--- src/rtl/mad_pkg.sv ---
// shared types, constants and register indexes for the mirror angle to dac frame block
// no dependencies

package mad_pkg;

   // default values for the top-level parameters
   localparam int ANGLE_FRAC_BITS_DEF = 10;
   localparam int CODE_WIDTH_DEF      = 16;

   // fixed field widths
   localparam int ANGLE_W = 16;
   localparam int LIMIT_W = 15;
   localparam int CODE_W  = 16;
   localparam int GAIN_W  = 24;
   localparam int FRAME_W = 24;
   localparam int CSR_W   = 24;
   localparam int CSR_IDX_W = 3;

   // signed angle times gain with a zero sign bit in front
   localparam int PROD_W = ANGLE_W + GAIN_W + 1;

   localparam int NUM_FRAMES = 4;
   localparam int SLOT_W     = 2;

   // op codes
   localparam logic OP_INIT  = 1'b0;
   localparam logic OP_ANGLE = 1'b1;

   typedef enum logic [CSR_IDX_W-1:0] {
      CSR_ANGLE_LIMIT_X = 3'd0,
      CSR_ANGLE_LIMIT_Y = 3'd1,
      CSR_BIAS_CODE     = 3'd2,
      CSR_GAIN          = 3'd3,
      CSR_CODE_MAX      = 3'd4,
      CSR_CODE_MIN      = 3'd5
   } csr_index_type;

   // register reset values
   localparam logic [LIMIT_W-1:0] LIMIT_RST    = 15'd5120;
   localparam logic [CODE_W-1:0]  BIAS_RST     = 16'd32768;
   localparam logic [GAIN_W-1:0]  GAIN_RST     = 24'd262144;
   localparam logic [CODE_W-1:0]  CODE_MAX_RST = 16'd65535;
   localparam logic [CODE_W-1:0]  CODE_MIN_RST = 16'd0;

   localparam logic [NUM_FRAMES-1:0][FRAME_W-1:0] INIT_FRAMES = {
      24'h300000, 24'h20000F, 24'h380001, 24'h280001
   };

   localparam logic [NUM_FRAMES-1:0][7:0] CHAN_CMDS = {
      8'h1B, 8'h1A, 8'h19, 8'h18
   };

   // what the front stages hand to the code stages
   typedef struct packed {
      logic                     op;
      logic signed [PROD_W-1:0] prod_x;
      logic signed [PROD_W-1:0] prod_y;
   } prod_type;

   // what the code stages hand to the serializer
   typedef struct packed {
      logic                               op;
      logic [NUM_FRAMES-1:0][CODE_W-1:0]  codes;
   } codes_type;

   // configuration seen by the datapath
   typedef struct packed {
      logic [LIMIT_W-1:0] limit_x;
      logic [LIMIT_W-1:0] limit_y;
      logic [CODE_W-1:0]  bias;
      logic [GAIN_W-1:0]  gain;
      logic [CODE_W-1:0]  code_max;
      logic [CODE_W-1:0]  code_min;
   } cfg_type;

endpackage

--- src/rtl/mad_front.sv ---
// front stages: angle clamp, then angle times gain for both axes
// depends on mad_pkg

module mad_front import mad_pkg::*; (
   input  logic                      clock,
   input  logic                      reset,
   input  cfg_type                   cfg,
   input  logic                      in_valid,
   output logic                      in_stall,
   input  logic                      in_op,
   input  logic signed [ANGLE_W-1:0] in_angle_x,
   input  logic signed [ANGLE_W-1:0] in_angle_y,
   output logic                      out_valid,
   input  logic                      out_stall,
   output prod_type                  out_data
);

   function automatic logic signed [ANGLE_W-1:0] clamp_angle(
      input logic signed [ANGLE_W-1:0] a,
      input logic [LIMIT_W-1:0]        lim
   );
      logic signed [ANGLE_W:0] a_ext;
      logic signed [ANGLE_W:0] l_pos;
      logic signed [ANGLE_W:0] l_neg;
      a_ext = {a[ANGLE_W-1], a};
      l_pos = {2'b00, lim};
      l_neg = -l_pos;
      if (a_ext > l_pos) a_ext = l_pos;
      if (a_ext < l_neg) a_ext = l_neg;
      return a_ext[ANGLE_W-1:0];
   endfunction

   logic                      s1_valid_ff, s1_valid_in;
   logic                      s1_op_ff;
   logic signed [ANGLE_W-1:0] s1_ax_ff, s1_ay_ff;
   logic                      s2_valid_ff, s2_valid_in;
   prod_type                  s2_data_ff, s2_data_in;
   logic                      s1_stall, s2_stall;
   logic signed [GAIN_W:0]    gain_s;

   assign s2_stall = s2_valid_ff && out_stall;
   assign s1_stall = s1_valid_ff && s2_stall;
   assign in_stall = s1_stall;

   assign s1_valid_in = s1_stall ? s1_valid_ff : in_valid;
   assign s2_valid_in = s2_stall ? s2_valid_ff : s1_valid_ff;

   assign gain_s = {1'b0, cfg.gain};

   always_comb begin
      s2_data_in.op     = s1_op_ff;
      s2_data_in.prod_x = PROD_W'(s1_ax_ff) * PROD_W'(gain_s);
      s2_data_in.prod_y = PROD_W'(s1_ay_ff) * PROD_W'(gain_s);
   end

   always_ff @(posedge clock) begin
      if (reset) begin
         s1_valid_ff <= 1'b0;
         s2_valid_ff <= 1'b0;
      end else begin
         s1_valid_ff <= s1_valid_in;
         s2_valid_ff <= s2_valid_in;
      end
   end

   always_ff @(posedge clock) begin
      if (!s1_stall) begin
         s1_op_ff <= in_op;
         s1_ax_ff <= clamp_angle(in_angle_x, cfg.limit_x);
         s1_ay_ff <= clamp_angle(in_angle_y, cfg.limit_y);
      end
      if (!s2_stall) begin
         s2_data_ff <= s2_data_in;
      end
   end

   assign out_valid = s2_valid_ff;
   assign out_data  = s2_data_ff;

endmodule

--- src/rtl/mad_codes.sv ---
// code stages: floored offsets plus bias, then the pair clamps A/B and C/D
// depends on mad_pkg

module mad_codes import mad_pkg::*; #(
   parameter int ANGLE_FRAC_BITS = ANGLE_FRAC_BITS_DEF
) (
   input  logic      clock,
   input  logic      reset,
   input  cfg_type   cfg,
   input  logic      in_valid,
   output logic      in_stall,
   input  prod_type  in_data,
   output logic      out_valid,
   input  logic      out_stall,
   output codes_type out_data
);

   localparam int SHIFT = ANGLE_FRAC_BITS + 8;
   localparam int OFF_W = PROD_W - SHIFT;
   localparam int WIDE_W = OFF_W + 2;

   typedef logic signed [WIDE_W-1:0] wide_type;

   logic                      s3_valid_ff, s3_valid_in;
   logic                      s3_op_ff;
   wide_type                  s3_code_ff [NUM_FRAMES];
   wide_type                  s3_code_in [NUM_FRAMES];
   logic                      s4_valid_ff, s4_valid_in;
   codes_type                 s4_data_ff, s4_data_in;
   logic                      s3_stall, s4_stall;
   logic signed [OFF_W-1:0]   off_x, off_y;
   logic                      frac_x, frac_y;
   wide_type                  bias_w, hi_w, lo_w;
   wide_type                  ca, cb, cc, cd;

   assign s4_stall = s4_valid_ff && out_stall;
   assign s3_stall = s3_valid_ff && s4_stall;
   assign in_stall = s3_stall;

   assign s3_valid_in = s3_stall ? s3_valid_ff : in_valid;
   assign s4_valid_in = s4_stall ? s4_valid_ff : s3_valid_ff;

   // floor of product / 2^shift is the arithmetic shift; the negated one
   // rounds down too, so it loses one more when any fraction bit is set
   assign off_x  = in_data.prod_x[PROD_W-1:SHIFT];
   assign off_y  = in_data.prod_y[PROD_W-1:SHIFT];
   assign frac_x = |in_data.prod_x[SHIFT-1:0];
   assign frac_y = |in_data.prod_y[SHIFT-1:0];
   assign bias_w = WIDE_W'({1'b0, cfg.bias});
   assign hi_w   = WIDE_W'({1'b0, cfg.code_max});
   assign lo_w   = WIDE_W'({1'b0, cfg.code_min});

   always_comb begin
      s3_code_in[0] = bias_w + WIDE_W'(off_x);
      s3_code_in[1] = bias_w - WIDE_W'(off_x) - WIDE_W'({1'b0, frac_x});
      s3_code_in[2] = bias_w + WIDE_W'(off_y);
      s3_code_in[3] = bias_w - WIDE_W'(off_y) - WIDE_W'({1'b0, frac_y});
   end

   // clamp order matters: A, then B as left by the A clamp, then C, then D
   always_comb begin
      ca = s3_code_ff[0];
      cb = s3_code_ff[1];
      cc = s3_code_ff[2];
      cd = s3_code_ff[3];
      if (ca > hi_w) begin
         ca = hi_w;
         cb = lo_w;
      end else if (ca < lo_w) begin
         ca = lo_w;
         cb = hi_w;
      end
      if (cb > hi_w) begin
         cb = hi_w;
         ca = lo_w;
      end else if (cb < lo_w) begin
         cb = lo_w;
         ca = hi_w;
      end
      if (cc > hi_w) begin
         cc = hi_w;
         cd = lo_w;
      end else if (cc < lo_w) begin
         cc = lo_w;
         cd = hi_w;
      end
      if (cd > hi_w) begin
         cd = hi_w;
         cc = lo_w;
      end else if (cd < lo_w) begin
         cd = lo_w;
         cc = hi_w;
      end
      s4_data_in.op       = s3_op_ff;
      s4_data_in.codes[0] = ca[CODE_W-1:0];
      s4_data_in.codes[1] = cb[CODE_W-1:0];
      s4_data_in.codes[2] = cc[CODE_W-1:0];
      s4_data_in.codes[3] = cd[CODE_W-1:0];
   end

   always_ff @(posedge clock) begin
      if (reset) begin
         s3_valid_ff <= 1'b0;
         s4_valid_ff <= 1'b0;
      end else begin
         s3_valid_ff <= s3_valid_in;
         s4_valid_ff <= s4_valid_in;
      end
   end

   always_ff @(posedge clock) begin
      if (!s3_stall) begin
         s3_op_ff   <= in_data.op;
         s3_code_ff <= s3_code_in;
      end
      if (!s4_stall) begin
         s4_data_ff <= s4_data_in;
      end
   end

   assign out_valid = s4_valid_ff;
   assign out_data  = s4_data_ff;

endmodule

--- src/rtl/mad_serial.sv ---
// frame serializer: holds one item of four codes and sends one frame a cycle while not stalled
// depends on mad_pkg

module mad_serial import mad_pkg::*; #(
   parameter int CODE_WIDTH = CODE_WIDTH_DEF
) (
   input  logic               clock,
   input  logic               reset,
   input  logic               in_valid,
   output logic               in_stall,
   input  codes_type          in_data,
   output logic               out_valid,
   input  logic               out_stall,
   output logic [FRAME_W-1:0] out_frame,
   output logic               out_last
);

   localparam logic [CODE_W-1:0] DATA_MASK = CODE_W'((32'd1 << CODE_WIDTH) - 32'd1);
   localparam logic [SLOT_W-1:0] LAST_SLOT = SLOT_W'(NUM_FRAMES - 1);

   logic                valid_ff, valid_in;
   logic [SLOT_W-1:0]   slot_ff, slot_in;
   codes_type           data_ff;
   logic                take, done, load;
   logic [CODE_W-1:0]   data_bits;

   assign take     = valid_ff && !out_stall;
   assign done     = take && (slot_ff == LAST_SLOT);
   assign in_stall = valid_ff && !done;
   assign load     = in_valid && !in_stall;

   always_comb begin
      valid_in = valid_ff;
      slot_in  = slot_ff;
      if (load) begin
         valid_in = 1'b1;
         slot_in  = '0;
      end else if (done) begin
         valid_in = 1'b0;
      end else if (take) begin
         slot_in = slot_ff + SLOT_W'(1);
      end
   end

   always_ff @(posedge clock) begin
      if (reset) begin
         valid_ff <= 1'b0;
         slot_ff  <= '0;
      end else begin
         valid_ff <= valid_in;
         slot_ff  <= slot_in;
      end
   end

   always_ff @(posedge clock) begin
      if (load) begin
         data_ff <= in_data;
      end
   end

   assign data_bits = data_ff.codes[slot_ff] & DATA_MASK;

   assign out_valid = valid_ff;
   assign out_frame = (data_ff.op == OP_INIT) ? INIT_FRAMES[slot_ff]
                                              : {CHAN_CMDS[slot_ff], data_bits};
   assign out_last  = (slot_ff == LAST_SLOT);

endmodule

--- src/rtl/mirror_angle_to_dac_frames.sv ---
// top level: configuration registers, front stages, code stages and frame serializer
// depends on mad_pkg, mad_front, mad_codes, mad_serial
//
//   channel  direction  handshake        payload
//   req      in         valid / stall    op, angle_x, angle_y
//   rsp      out        valid / stall    frame, last
//   csr      in         write_enable     index, data
//
// an item gives four frames, one a cycle while rsp is not stalled; the serializer
// takes the next item as the last frame leaves; the stages ahead of it take one a
// cycle unless stalled; the first frame passes four stages plus the serializer
// synchronous reset empties every stage and sets the registers to their defaults
// a stall on rsp holds the frame and backs up stage by stage to req_stall

module mirror_angle_to_dac_frames import mad_pkg::*; #(
   parameter int ANGLE_FRAC_BITS = ANGLE_FRAC_BITS_DEF,
   parameter int CODE_WIDTH      = CODE_WIDTH_DEF
) (
   input  logic                      clock,
   input  logic                      reset,
   input  logic                      req_valid,
   output logic                      req_stall,
   input  logic                      req_op,
   input  logic signed [ANGLE_W-1:0] req_angle_x,
   input  logic signed [ANGLE_W-1:0] req_angle_y,
   output logic                      rsp_valid,
   input  logic                      rsp_stall,
   output logic [FRAME_W-1:0]        rsp_frame,
   output logic                      rsp_last,
   input  logic                      csr_write_enable,
   input  logic [CSR_IDX_W-1:0]      csr_index,
   input  logic [CSR_W-1:0]          csr_data
);

   cfg_type   cfg_ff;
   logic      front_valid, front_stall;
   prod_type  front_data;
   logic      codes_valid, codes_stall;
   codes_type codes_data;

   always_ff @(posedge clock) begin
      if (reset) begin
         cfg_ff.limit_x  <= LIMIT_RST;
         cfg_ff.limit_y  <= LIMIT_RST;
         cfg_ff.bias     <= BIAS_RST;
         cfg_ff.gain     <= GAIN_RST;
         cfg_ff.code_max <= CODE_MAX_RST;
         cfg_ff.code_min <= CODE_MIN_RST;
      end else if (csr_write_enable) begin
         case (csr_index)
            CSR_ANGLE_LIMIT_X: cfg_ff.limit_x  <= csr_data[LIMIT_W-1:0];
            CSR_ANGLE_LIMIT_Y: cfg_ff.limit_y  <= csr_data[LIMIT_W-1:0];
            CSR_BIAS_CODE:     cfg_ff.bias     <= csr_data[CODE_W-1:0];
            CSR_GAIN:          cfg_ff.gain     <= csr_data[GAIN_W-1:0];
            CSR_CODE_MAX:      cfg_ff.code_max <= csr_data[CODE_W-1:0];
            CSR_CODE_MIN:      cfg_ff.code_min <= csr_data[CODE_W-1:0];
            default: ;
         endcase
      end
   end

   mad_front u_front (
      .clock      (clock),
      .reset      (reset),
      .cfg        (cfg_ff),
      .in_valid   (req_valid),
      .in_stall   (req_stall),
      .in_op      (req_op),
      .in_angle_x (req_angle_x),
      .in_angle_y (req_angle_y),
      .out_valid  (front_valid),
      .out_stall  (front_stall),
      .out_data   (front_data)
   );

   mad_codes #(
      .ANGLE_FRAC_BITS (ANGLE_FRAC_BITS)
   ) u_codes (
      .clock     (clock),
      .reset     (reset),
      .cfg       (cfg_ff),
      .in_valid  (front_valid),
      .in_stall  (front_stall),
      .in_data   (front_data),
      .out_valid (codes_valid),
      .out_stall (codes_stall),
      .out_data  (codes_data)
   );

   mad_serial #(
      .CODE_WIDTH (CODE_WIDTH)
   ) u_serial (
      .clock     (clock),
      .reset     (reset),
      .in_valid  (codes_valid),
      .in_stall  (codes_stall),
      .in_data   (codes_data),
      .out_valid (rsp_valid),
      .out_stall (rsp_stall),
      .out_frame (rsp_frame),
      .out_last  (rsp_last)
   );

endmodule

--- config.mk ---
export PLATFORM = sky130hd
export DESIGN_NAME = mirror_angle_to_dac_frames
export DESIGN_NICKNAME = d
export VERILOG_FILES = /design/src/rtl/mad_pkg.sv /design/src/rtl/mad_front.sv /design/src/rtl/mad_codes.sv /design/src/rtl/mad_serial.sv /design/src/rtl/mirror_angle_to_dac_frames.sv
export SDC_FILE = /design/constraint.sdc
export NUM_CORES = 2
export LEC_CHECK = 0
export ABC_AREA = 1
export BUFFER_PORTS_ARGS = -buffer_cell sky130_fd_sc_hd__buf_4
export CORE_ASPECT_RATIO = 0.5
export CORE_MARGIN = 3
export CORE_UTILIZATION = 25
export CTS_BUF_LIST = sky130_fd_sc_hd__clkbuf_4 sky130_fd_sc_hd__clkbuf_8
export CTS_CLUSTER_DIAMETER = 30
export DETAILED_ROUTE_END_ITERATION = 8
export GPL_ROUTABILITY_DRIVEN = 0
export GPL_TIMING_DRIVEN = 0
export PLACE_DENSITY = 0.48
export SLEW_MARGIN = 20
export SYNTH_ARGS = -nofsm -noshare
export SYNTH_HDL_FRONTEND = slang
export SYNTH_HIERARCHICAL = 1
export SYNTH_SLANG_ARGS = --single-unit
export TNS_END_PERCENT = 10
--- constraint.sdc ---
create_clock -name clock -period 11.89 [get_ports clock]
set_clock_uncertainty 0.15 [all_clocks]
set_input_delay 1.189 -clock clock [delete_from_list [all_inputs] [get_ports clock]]
set_output_delay 1.189 -clock clock [all_outputs]
set_load 0.1 [all_outputs]
==> results.txt <==
----------------------------------------------------
[Synth]
  Synth top area cells ... fa_1 22%, edfxtp_1 18%, ha_1 12%
  Largest family of logic cells by synthesized area ... adder cells
  Share of synthesized flip-flops with an asynchronous set or reset ... 0%
  Synth warnings ... 6
  Top cells by count, synth ... 1840 x nand2_1, 1597 x inv_1, 617 x fa_1, 560 x ha_1, 444 x nor2_1
  Proportion of synthesized area in mux cells ... 0%
  Proportion of netlist area held by the largest area contributor ... 21.90%
  Adder-cell area share of the yosys netlist ... 34.32%
  Number of flops mapped to enable cells by yosys ... 345
  Basic-gate share of the synthesized area counting and, or, nand and nor cells ... 21.08%
  Number of distinct library cells after synthesis ... 65
  Sequential-to-total area share from yosys stat ... between 20% and 30%
  Syn Inst Count ... a little over 7000
  Most frequent cell after synthesis ... nand2_1
  Top FF cell, synth ... edfxtp_1
  Flop and latch count out of synthesis ... around 450
  Area share of xor/xnor cells in the synthesized design ... 2.809%
  Compound-cell area share of the yosys netlist ... 6.567%
  Post-synthesis instance area ... 56400 µm²
  Biggest area consumer among synthesized cells ... fa_1
  Average cell area after synthesis ... between 7 and 8 µm²

[Final layout]
  Multi-input gate area in the final layout ... 36560 µm²
  Number of nets in the layout ... slightly below 9000
  Share of the core filled with cells in the final layout ... around 29%
  Area added between synthesis and finish ... 12.80%
  Layout cell share with drive strength beyond 1 ... 6.526%
  Register cell area after layout ... 12540 µm²
  Fillers ... around 24000

[Placed design]
  Worst slack at placement ... 3.956 ns
  Port Buf Inserts ... 88
  Half-perimeter wire length of the detailed placement result ... 163300 µm

[Power]
  Power per cell area ... 167.4 nW/µm²
  Worst supply voltage drop on vdd ... 0.1031 mV
  Pwr Total ... 10650 µW
  Leakage power of the design ... 0.03268 µW

[Worst setup path]
  WP data arrival ... about 8.5 ns
  Critical path data required time ... about 12 ns
  Kind of critical path ... flip-flop to flip-flop
  Crit path cell chain ... clkbuf_1, clkinv_1, buf_1, nor2_1, fa_1, inv_1, fa_1, inv_1, fa_1, fa_1, fa_1, inv_1, fa_1, inv_1, ha_1, nand2_1, nor2_1, inv_1, nor4_1, o21ai_0, nand3_1, xor2_1
  Element type at the critical path start ... flip-flop
  Largest driver fanout on the critical path ... 10
  Worst path slowest cell ... clkinv_1
  Maximum cell stage delay along the critical path ... 0.67 ns
  CP most frequent cell ... fa_1
  CP endpoint kind ... flip-flop

[Clock network]
  Clock latency on the worst-skew pair ... ~0.8 ns
  Number of sinks handled by clock tree synthesis ... 454
  Number of buffers inserted to repair setup after CTS ... 0
  TritonCTS buffer count ... roughly 110
  Post-CTS resize count ... 0
  Htree depth ... 3
  CTS Hold Buffers Added ... 0
  Cell chosen for the clock root ... clkbuf_8
  CTS tree ... yes
  Clock slew seen by the registers of the worst setup and hold paths ... 0.06 ns
  Number of buffers on the longest clock path ... 3

[Run]
  Count of max-cap constraint violations ... 0

[Floorplanning]
  Die area ... 231700 µm²
  Floorplan row count ... ~120
  I/O pin cnt ... 92
  Die Ht ... 341.9 µm
  Initial core utilization ... 25.32%
  Core Area ... 222700 µm²
  Die span in x ... between 600 and 700 µm

[Global route]
  Leftover overflow at the end of global routing ... 0
  First-pass GRT wire length ... ~300000 µm
  Maximum number of pins on one net before global-route repair ... 78
  Overall track demand over capacity in global routing ... between 15 and 20%
  Number of global-route vias before repair ... 47680
  Initial antenna violation count ... 8

[Timing]
  Pins over their slew limit ... 0
  Final Worst Setup Slack ... 3.855 ns
  RSZ-0062 raised after global routing ... false
  Max-slew headroom ... approximately 16%
  Endpoints failing setup ... 0
  Fmax ... 124.5 MHz
  Post-route clock period utilization ... 67.58%
  Final hold violation count ... 0
  Final critical delay including setup and external delays ... 8.035 ns
  Total Negative Setup Slacks ... 0 ns
  Slew at the pin closest to its max-slew limit ... 1.266 ns

[Min path]
  Type of the worst min-delay path ... flip-flop to flip-flop

[Route]
  Total DRC errors in the routed layout ... 0
  Detailed Route WL ... 199900 µm
  Average via count per standard cell ... 4.520
  Post-DR wirelength/cell ... ~19 µm
  DR pass1 iterations ... 6
  Antenna Nets Post-Route ... 0
  Total vias in the final route ... 47400
  First DRT Iteration DRCs ... approximately 4000

[Outcome]
  Outcome ... complete, no violations

----------------------------------------------------
[cells by family (layout without fill, tap and decap cells)]
logic type      count (synthesis)  after routing
fa+ha+maj                    1177           1177
flops                         454            454
simple gates                 2859           2859
buf+inv                      1892           2188
xor+xnor                      180            180
other cells                     1              5
compound gates                648            648
[layout make-up]
cell class                 count  share of cell area (%)
antenna                        2                0.007867
timing repair buffer          94                   1.231
buffer                       268                   1.929
inverter                    1624                   9.605
clock inverter                75                   1.571
sequential                   454                   19.71
tap                         2976                   5.853
multi-input combinational   4867                   57.47
clock buffer                 127                   2.620
[flip-flops by register name (all words and copies together), names as in the netlist, 2 cells and up]
register and cells:
u_codes/s3_code_ff 98, u_front/out_data 83, u_front/s1_ax_ff 16, u_front/s1_ay_ff 16, u_codes/out_data 65, u_serial/data_ff 65
u_serial/slot_ff 2, cfg_ff 102
[routing by layer]
layer  share of wire (%)  GRT usage [%]  wire (µm)
met2                  45          28.08      89960
met1                  45          23.30      88990
met4                 3.3          5.198       6538
met5              0.0065              0         13
met3                 7.2          2.910      14420
[cell usage in the layout, fill, tap and decap left out, drive strengths merged, types with 28 or more instances in the layout]
cell and count:
ha 560, nor2 460, nand2 1869, edfxtp 345, xor2 147, xnor2 33
o21ai 237, nand3 393, buf 185, nand4 44, clkbuf 304, a21oi 244
a31oi 28, nor3 41, o211ai 46, inv 1631, fa 617, dfxtp 109
clkinv 39
[where the power goes]
group / switching [µW] / internal, µW / leakage [µW]
registers: 321 / 2410 / 0.00449
logic: 3810 / 1860 / 0.0268
clock network: 824 / 1430 / 0.00136
total: 4950 / 5700 / 0.0327
[worst paths after layout]
check | startpoint | endpoint | slack (ns) | cells past startpoint
min reg2reg | u_codes/out_data[48] | u_serial/data_ff[48] | 0.25 | 0
max | u_front/s1_ax_ff[15] | u_front/out_data[79] | 3.86 | 22
min | u_codes/out_data[48] | u_serial/data_ff[48] | 0.25 | 0
max reg2reg | u_front/s1_ax_ff[15] | u_front/out_data[79] | 3.86 | 22
[per-stage QoR]
| stage | cells | hold slack (ns) | instance area, µm² |
|---|---|---|---|
| 6_report | 10490 | 0.2509 | 63620 |
| 5_1_grt | 10490 | 0.2612 | 63620 |
| 4_1_cts | 10480 | 0.2537 | 63600 |
| 3_5_place_dp | 10280 | 0.2545 | 60930 |
| 3_3_place_gp | 10280 | 0.2504 | 60790 |
| 2_1_floorplan | 7213 | 0.2503 | 56410 |
[critical path, delay by kind of cell, from the launching register on]
family,cells,cell delay [ns]
AOI/OAI and AO/OA,1,0.28
xor gates and xnor gates,1,0.32
adders and majority gates,7,3.29
buffers and inverters,8,1.98
DFF,1,0.51
and+or+nand+nor,5,1.30
(Power assumes the default switching activity.)
